### src/hw/rtl/bmms_pkg.sv
// Shared types and constants for the brightness min/max stretch block.
// Used by bmms_div and brightness_min_max_stretch_core; no dependencies.
package bmms_pkg;

  localparam int unsigned ValueW   = 8;
  localparam int unsigned ProductW = 2 * ValueW;

  localparam logic [ValueW-1:0] SpanReset = 8'd200;
  localparam logic [ValueW-1:0] ValueMax  = 8'd255;
  localparam logic [ValueW-1:0] LowReset  = 8'd255;
  localparam logic [ValueW-1:0] HighReset = 8'd0;

  // tuser[0] of the input item
  localparam logic CmdGather = 1'b0;
  localparam logic CmdApply  = 1'b1;

  // request into the shared divider
  typedef struct packed {
    logic                start;
    logic [ProductW-1:0] dividend;
    logic [ValueW-1:0]   divisor;
  } div_req_t;

  // response from the shared divider
  typedef struct packed {
    logic              done;
    logic [ValueW-1:0] quot;
  } div_rsp_t;

endpackage

### src/hw/rtl/brightness_min_max_stretch_core.sv
// Min/max contrast stretch of 8-bit brightness: top level.
// Gather item: updates min/max (frame_start reloads both from the pixel), no result.
// Apply item: quotient of the 8-step shared divider to the output register;
// held in res_q while it stalls; no new item is taken until it is loaded.
// Reset: min 255, max 0, target_span 200, output empty; depends on bmms_pkg, bmms_div.
module brightness_min_max_stretch_core
  import bmms_pkg::*;
(
  input  logic       clk_i,
  input  logic       rst_ni,
  // config write
  input  logic       cfg_valid_i,
  output logic       cfg_ready_o,
  input  logic [7:0] cfg_data_i,     // target_span
  // input items
  input  logic       s_axis_tvalid,
  output logic       s_axis_tready,
  input  logic [7:0] s_axis_tdata,   // [7:0] pixel_value
  input  logic [1:0] s_axis_tuser,   // [0] command, [1] frame_start
  // result items
  output logic       m_axis_tvalid,
  input  logic       m_axis_tready,
  output logic [7:0] m_axis_tdata    // [7:0] stretched_value
);

  typedef enum logic [1:0] {
    StIdle,
    StDiv,
    StHold
  } state_e;

  state_e            state_q;
  logic [ValueW-1:0] span_q;
  logic [ValueW-1:0] low_q, high_q;
  logic [ValueW-1:0] res_q;
  logic              out_valid_q;
  logic [ValueW-1:0] out_data_q;

  logic              in_acc;
  logic              is_apply;
  logic              out_free;
  logic              out_load;
  logic              empty_range;
  logic [ValueW-1:0] pix;
  logic [ValueW-1:0] diff;
  logic [ProductW-1:0] product;
  div_req_t          div_req;
  div_rsp_t          div_rsp;

  assign cfg_ready_o   = 1'b1;
  assign s_axis_tready = (state_q == StIdle);
  assign in_acc        = s_axis_tvalid && s_axis_tready;
  assign is_apply      = (s_axis_tuser[0] == CmdApply);
  assign pix           = s_axis_tdata;
  assign out_free      = !out_valid_q || m_axis_tready;
  assign out_load      = ((state_q == StDiv) && div_rsp.done && out_free) ||
                         ((state_q == StHold) && out_free);

  // below-min values and an empty range go through the divider as 0 / 1
  assign empty_range = (high_q <= low_q) || (pix <= low_q);
  assign diff        = pix - low_q;
  assign product     = ProductW'(diff) * ProductW'(span_q);

  always_comb begin
    div_req.start = in_acc && is_apply;
    if (empty_range) begin
      div_req.dividend = '0;
      div_req.divisor  = ValueW'(1);
    end else begin
      div_req.dividend = product;
      div_req.divisor  = high_q - low_q;
    end
  end

  bmms_div u_div (
    .clk_i  (clk_i),
    .rst_ni (rst_ni),
    .req_i  (div_req),
    .rsp_o  (div_rsp)
  );

  always_ff @(posedge clk_i or negedge rst_ni) begin
    if (!rst_ni) begin
      state_q     <= StIdle;
      span_q      <= SpanReset;
      low_q       <= LowReset;
      high_q      <= HighReset;
      res_q       <= '0;
      out_valid_q <= 1'b0;
      out_data_q  <= '0;
    end else begin
      if (cfg_valid_i && cfg_ready_o) begin
        span_q <= cfg_data_i;
      end
      if (out_load) begin
        out_valid_q <= 1'b1;
      end else if (m_axis_tvalid && m_axis_tready) begin
        out_valid_q <= 1'b0;
      end
      unique case (state_q)
        StIdle: begin
          if (in_acc) begin
            if (is_apply) begin
              state_q <= StDiv;
            end else if (s_axis_tuser[1]) begin
              low_q  <= pix;
              high_q <= pix;
            end else begin
              if (pix < low_q)  low_q  <= pix;
              if (pix > high_q) high_q <= pix;
            end
          end
        end
        StDiv: begin
          if (div_rsp.done) begin
            if (out_free) begin
              out_data_q  <= div_rsp.quot;
              state_q     <= StIdle;
            end else begin
              res_q   <= div_rsp.quot;
              state_q <= StHold;
            end
          end
        end
        StHold: begin
          if (out_free) begin
            out_data_q  <= res_q;
            state_q     <= StIdle;
          end
        end
        default: state_q <= StIdle;
      endcase
    end
  end

  assign m_axis_tvalid = out_valid_q;
  assign m_axis_tdata  = out_data_q;

endmodule

### src/hw/rtl/bmms_div.sv
// Restoring divider, one quotient bit per cycle, quotient saturated to 8 bits.
// Depends on bmms_pkg for widths and the request/response structs.
module bmms_div
  import bmms_pkg::*;
(
  input  logic     clk_i,
  input  logic     rst_ni,
  input  div_req_t req_i,
  output div_rsp_t rsp_o
);

  localparam int unsigned CntW = $clog2(ValueW);

  logic              busy_q, busy_d;
  logic              done_q, done_d;
  logic              sat_q, sat_d;
  logic [CntW-1:0]   cnt_q, cnt_d;
  logic [ValueW-1:0] rem_q, rem_d;
  logic [ValueW-1:0] dvd_q, dvd_d;   // low dividend bits shift out, quotient bits shift in
  logic [ValueW-1:0] div_q, div_d;
  logic [ValueW:0]   shifted;
  logic [ValueW:0]   trial;

  assign shifted = {rem_q, dvd_q[ValueW-1]};
  assign trial   = shifted - {1'b0, div_q};

  always_comb begin
    busy_d = busy_q;
    done_d = 1'b0;
    sat_d  = sat_q;
    cnt_d  = cnt_q;
    rem_d  = rem_q;
    dvd_d  = dvd_q;
    div_d  = div_q;
    if (req_i.start) begin
      busy_d = 1'b1;
      cnt_d  = '0;
      // a quotient above 8 bits shows in the upper half alone
      sat_d  = (req_i.dividend[ProductW-1:ValueW] >= req_i.divisor);
      rem_d  = req_i.dividend[ProductW-1:ValueW];
      dvd_d  = req_i.dividend[ValueW-1:0];
      div_d  = req_i.divisor;
    end else if (busy_q) begin
      if (trial[ValueW]) begin
        rem_d = shifted[ValueW-1:0];
        dvd_d = {dvd_q[ValueW-2:0], 1'b0};
      end else begin
        rem_d = trial[ValueW-1:0];
        dvd_d = {dvd_q[ValueW-2:0], 1'b1};
      end
      cnt_d = cnt_q + 1'b1;
      if (cnt_q == CntW'(ValueW - 1)) begin
        busy_d = 1'b0;
        done_d = 1'b1;
      end
    end
  end

  always_ff @(posedge clk_i or negedge rst_ni) begin
    if (!rst_ni) begin
      busy_q <= 1'b0;
      done_q <= 1'b0;
      cnt_q  <= '0;
    end else begin
      busy_q <= busy_d;
      done_q <= done_d;
      cnt_q  <= cnt_d;
    end
  end

  always_ff @(posedge clk_i) begin
    sat_q <= sat_d;
    rem_q <= rem_d;
    dvd_q <= dvd_d;
    div_q <= div_d;
  end

  assign rsp_o.done = done_q;
  assign rsp_o.quot = sat_q ? ValueMax : dvd_q;

endmodule

### config.mk
export PLATFORM = sky130hd
export DESIGN_NAME = brightness_min_max_stretch_core
export DESIGN_NICKNAME = d
export VERILOG_FILES = /design/src/hw/rtl/bmms_pkg.sv /design/src/hw/rtl/brightness_min_max_stretch_core.sv /design/src/hw/rtl/bmms_div.sv
export SDC_FILE = /design/constraint.sdc
export NUM_CORES = 1
export LEC_CHECK = 0
export BUFFER_PORTS_ARGS = -buffer_cell sky130_fd_sc_hd__buf_2
export CORE_ASPECT_RATIO = 0.8
export CORE_UTILIZATION = 50
export DETAILED_ROUTE_END_ITERATION = 7
export GPL_ROUTABILITY_DRIVEN = 0
export GPL_TIMING_DRIVEN = 1
export PLACE_DENSITY = 0.69
export SYNTH_ARGS = -nofsm -noshare
export SYNTH_HDL_FRONTEND = slang
export SYNTH_SLANG_ARGS = --single-unit
export TNS_END_PERCENT = 10
### constraint.sdc
create_clock -name clk_i -period 6.02 [get_ports clk_i]
set_clock_uncertainty 0.1 [all_clocks]
set_input_delay 1.204 -clock clk_i [delete_from_list [all_inputs] [get_ports clk_i]]
set_output_delay 1.204 -clock clk_i [all_outputs]
set_load 0.01 [all_outputs]
**Word level (Yosys, flattened, before mapping)**

Index checks and enable logic that the tools add are counted.

- Register bits after elaboration: 73
- Word-level logic and storage cells: 87

- Add/subtract/negate cells: 4
- $mul: 1
- $lt $le $gt $ge: 5
- Equal/unequal tests: 8
- Multiplexer cells: 32
- Bitwise operators: 2
- Reduce and logical (&&, ||, !) cells: 21

Operator list:

| operator | number |
|---|---|
| $mux W8 | 13 |
| $mux W24 | 1 |
| $le A8 B8 Y1 | 2 |
| $mul A8 B8 Y16 | 1 |
| $pmux W8 S2 | 1 |
| $reduce_and A4 Y1 | 4 |
| $sub A8 B8 Y8 | 2 |
| $mux W2 | 5 |
| $reduce_bool A2 Y1 | 5 |
| $mux W1 | 9 |
| $sub A9 B8 Y9 | 1 |
| $ge A8 B8 Y1 | 1 |
| $gt A8 B8 Y1 | 1 |
| $lt A8 B8 Y1 | 1 |
| $logic_and A1 B1 Y1 | 6 |
| $mux W3 | 2 |
| $ne A2 B1 Y1 const B | 3 |
| $pmux W2 S3 | 1 |
| $ne A2 B2 Y1 const B | 2 |
| $add A3 B1 Y3 const B | 1 |
| $eq A3 B3 Y1 const B | 1 |
| $logic_or A1 B1 Y1 | 3 |
| $reduce_and A3 Y1 | 1 |
| $eq A2 B1 Y1 const B | 1 |
| other kinds (4) | 5 |

**Longest topological paths before layout**

- Depth after elaboration: 5
- Depth in mapped cells: 28
- Depth with buffers taken out: 27

**Hierarchy**

From an unflattened synthesis, not the netlist that was laid out.

- Cell total of the unflattened synthesis: 787
- Area, all modules: 7,463.4 um^2

Modules (own cells, without submodules):

| module | instances | cells each | area each (um^2) |
|---|---|---|---|
| brightness_min_max_stretch_core | 1 | 620 | 5,564.1 |
| bmms_div | 1 | 167 | 1,899.3 |

**Worst setup path after synthesis**

No wires, ideal clock.

- Path kind: input-to-reg
- From: input port s_axis_tdata[0]
- To: register u_div.sat_q, data pin
- Setup time: 262 ps
- Arrival time: 7,024 ps
- Slack: -1,366 ps
- Cell stages on the path: 27
- Path buffers: 0
- Cells stage by stage: inv_1 ha_1 inv_1 fa_1 a21o_1 a21o_1 a21o_1 a21oi_1 xnor2_1 and2_1 fa_1 fa_1 fa_1 inv_1 fa_1 inv_1 ha_1 o211ai_1 o21ai_0 xnor2_1 nor2_2 ha_1 a21o_1 a21o_1 a211o_1 a21oi_1 o21ai_0

- Longest elaborated chain between the ends: 4
- Elaborated cells between the ends (all ways): 6

Ends and longest elaborated chain:

| item | RTL line | RTL |
|---|---|---|
| start, declared | brightness_min_max_stretch_core.sv:18 | `input logic [7:0] s_axis_tdata,` |
| $sub A8 B8 Y8 or $le A8 B8 Y1 (tied branches) | brightness_min_max_stretch_core.sv:61, brightness_min_max_stretch_core.sv:60 |  |
| $mul A8 B8 Y16 or $logic_or A1 B1 Y1 (tied branches) | brightness_min_max_stretch_core.sv:62, brightness_min_max_stretch_core.sv:60 |  |
| $mux W24 (*) | brightness_min_max_stretch_core.sv:66 | `if (empty_range) begin` |
| $ge A8 B8 Y1 (*) | bmms_div.sv:39 | `sat_d = (req_i.dividend[ProductW-1:ValueW] >= req_i.divisor);` |
| end signal, assigned | bmms_div.sv:72 | `sat_q <= sat_d;` |
| end, declared | bmms_div.sv:16 | `logic sat_q, sat_d;` |

Every way passes the cells marked *; elsewhere a longest branch is shown, timed or not.
A chain may end at the register's enable or synchronous reset.

**Final worst setup path**

Same ends and word-level chain as after synthesis.

==> out/summary.txt <==
Syn Inst Count - 730
Slew @ Worst Pin - 1.05 ns
initial antenna violation count - 0
Critical Path End Type - flip-flop
CTS tree - built
failing checks - negative setup slack
pre-CTS WS - -1.24 ns
most common cell after layout, fill and taps aside - buf_4
first-pass GRT wire length - 26600 um
setup ws final - -0.765 ns
largest net degree at the start of global routing - 49
average vias per placed instance - 5.31
Final Hold Vio Count - 0
Max clock buf depth - 2
type of the worst min-delay path - reg2reg
Rows - 37
Worst-path clk slew - 0.07 ns
RSZ-0062 raised after global routing - true
Crit. Startpoint - s_axis_tdata[0]
final core occ - 62.7%
GRT overflow - 0
number of I/O pins - 34
Syn Area/Cell - 9.41 sq um
Final Cycle Share - 113%
Chip Width - 133 um
Total Wirelength - 15600 um
fill count - 1099
post-placement cell count - 995
syn_nets - 870
Skew-Pair Late Insertion Delay - 0.34 ns
Area Growth Syn to Fin - 20.0%
Die H - 107 um
critical path launch point type - input pin
drt first-iter violations - 254
Crit Path Class - in2reg
port buffer count - 32
Final nets - 973
Max FO, Critical Path - 4
layout cells sized above 1 - 26.0%
DR WL/cell - 15.4 um
Top FF cell, synth - dfrtp_1
met2 wire len - 7560 um
CP Data Required Time - 6.01 ns
clk sinks - 73
root buf cell - clkbuf_16
flop and latch count out of synthesis - 73
core footprint - 0.0131 sq mm
diodes inserted - 0
number of remaining DRC errors - 0
Reg-to-Reg Start - low_q[1]
Synth async-reset ratio - 65.8%
register area - 0.00197 sq mm
area of the multi-input gates - 0.00465 sq mm
# H-tree levels - 3
Hold Buf Count CTS - 0
detailed placer's ending HPWL - 12800 um
met3 routed WL - 548 um
vias in the first global route - 5650
# setup viols final - 8
final std cells w/o fill - 1013
min-delay src - u_div.done_q
synth top area cells - ha_1 14%, dfrtp_1 13%, fa_1 11%
min cycle time layout - 6.78 ns
Yosys top cell area share - 14.2%
DIE AREA - 0.0142 sq mm
CTS buffer count - 9
Max-Cap Viols - 0
TritonRoute pass-1 iters - 6
Met1 Wirelength - 7310 um
Seq/Total Area, Yosys - 28.6%
post-route ant nets - 0
final slew viol count - 0
commonest cells after routing, fill and taps aside - 83 x buf_4, 80 x inv_1, 71 x ha_1
vias - 5377
Slew Limit Headroom - 29.6%
GR Util All Layers - 23.5%
outcome - complete, but fails checks
Initial Utilization - 52.2%
post-synth cell types - 64
arrival time at the worst endpoint - 6.78 ns
Ys Warns - 0
EDFF count, synth - 25
cell type with the largest total area after synthesis - ha_1
maximum clock rate - 0.147 GHz
top layer in use - met4
Mapped Area - 0.00687 sq mm
## flip-flops by register name, indices dropped and copies added, names as in the netlist
signal	cells
high_q	8
low_q	8
m_axis_tdata	8
m_axis_tvalid	1
res_q	8
span_q	8
state_q	2
u_div.busy_q	1
u_div.cnt_q	3
u_div.div_q	8
u_div.done_q	1
u_div.dvd_q	8
u_div.rem_q	8
u_div.sat_q	1
## layout make-up
| class | instances | area share [%] |
|---|---|---|
| flip-flops and latches | 73 | 23.9 |
| clock buffers | 9 | 2.73 |
| inverters | 85 | 3.90 |
| multi-input cells | 548 | 56.4 |
| repair buffers | 116 | 9.72 |
| well taps | 175 | 2.66 |
| clock inverters | 7 | 0.729 |
## Yosys cell counts (4+ instances only)
master,count
mux2_2,28
xor2_1,9
ha_1,78
inv_1,85
a21oi_1,46
dfstp_2,11
o211ai_1,5
nor2_1,52
nand4_1,6
nand2_1,67
a21o_1,16
o31ai_1,4
mux2i_1,13
edfxtp_1,25
fa_1,39
xnor2_1,13
and2_1,40
o21ai_0,26
and3_1,8
nand2b_1,17
clkbuf_1,19
nor3_1,10
dfrtp_1,37
nor2b_1,12
o21a_1,4
nand3_1,8
## cell families after synthesis
kind of cell | count (synthesis) | synth area share (%)
buffers and inverters | 109 | 6.18
xor gates and xnor gates | 23 | 3.21
DFF | 73 | 28.6
other | 1 | 0.0546
adders and majority gates | 117 | 25.6
muxes | 43 | 6.92
AOI/OAI and AO/OA | 131 | 12.5
and+or+nand+nor | 233 | 16.9
## final timing paths
path	slack, ns	depth (start not counted)	endpoint
worst min-delay path	0.38	1	state_q[0]
min in group asynchronous	0.94	1	state_q[0]
max in group asynchronous	4.23	1	high_q[5]
worst min register to register	0.38	1	state_q[0]
worst max register to register	-0.40	26	u_div.sat_q
worst max-delay path	-0.76	28	u_div.sat_q
## through the flow
step / instance area (sq um) / TNS (ns) / hold slack, ns
after floorplan: 6980 / -2.67 / 0.336
after global placement: 7870 / -5.78 / 0.366
after detailed placement: 7870 / -6.51 / 0.374
after CTS: 8210 / -2.56 / 0.384
after global routing: 8240 / -4.42 / 0.400
final: 8240 / -2.74 / 0.378
## critical path, cell delays in order
cell     delay [ns]
buf_6          0.10
inv_4          0.05
ha_4           0.13
inv_2          0.04
fa_2           0.33
a21o_1         0.17
a21o_1         0.22
a21o_1         0.19
a21oi_2        0.17
xnor2_2        0.12
and2_4         0.18
fa_1           0.52
fa_1           0.43
fa_1           0.49
inv_1          0.05
fa_1           0.49
inv_2          0.05
ha_4           0.27
and2_4         0.14
nand2_1        0.04
a21o_1         0.16
and2_1         0.15
o311a_1        0.14
ha_1           0.29
a21o_1         0.18
a211o_1        0.26
a21oi_2        0.14
o21ai_1        0.07
## routing by layer
layer  vias to the layer above  global-route usage [%]
met2                       108                    40.7
met4                         0                    6.40
met3                        20                    4.73
li1                       2669                       -
met1                      2580                    29.9
met5                         -                       0
## timing repair
| item | 4_1_cts | 5_1_grt |
|---|---|---|
| setup buffers | 0 | 2 |
| pin swaps | 18 | 8 |
| endpoints found under the setup margin | 8 | 9 |
| resized for setup | 9 | 4 |
Power is left out: the tool's default activity adds up to more than one toggle a clock period on the data nets, which glitch-free logic cannot reach.
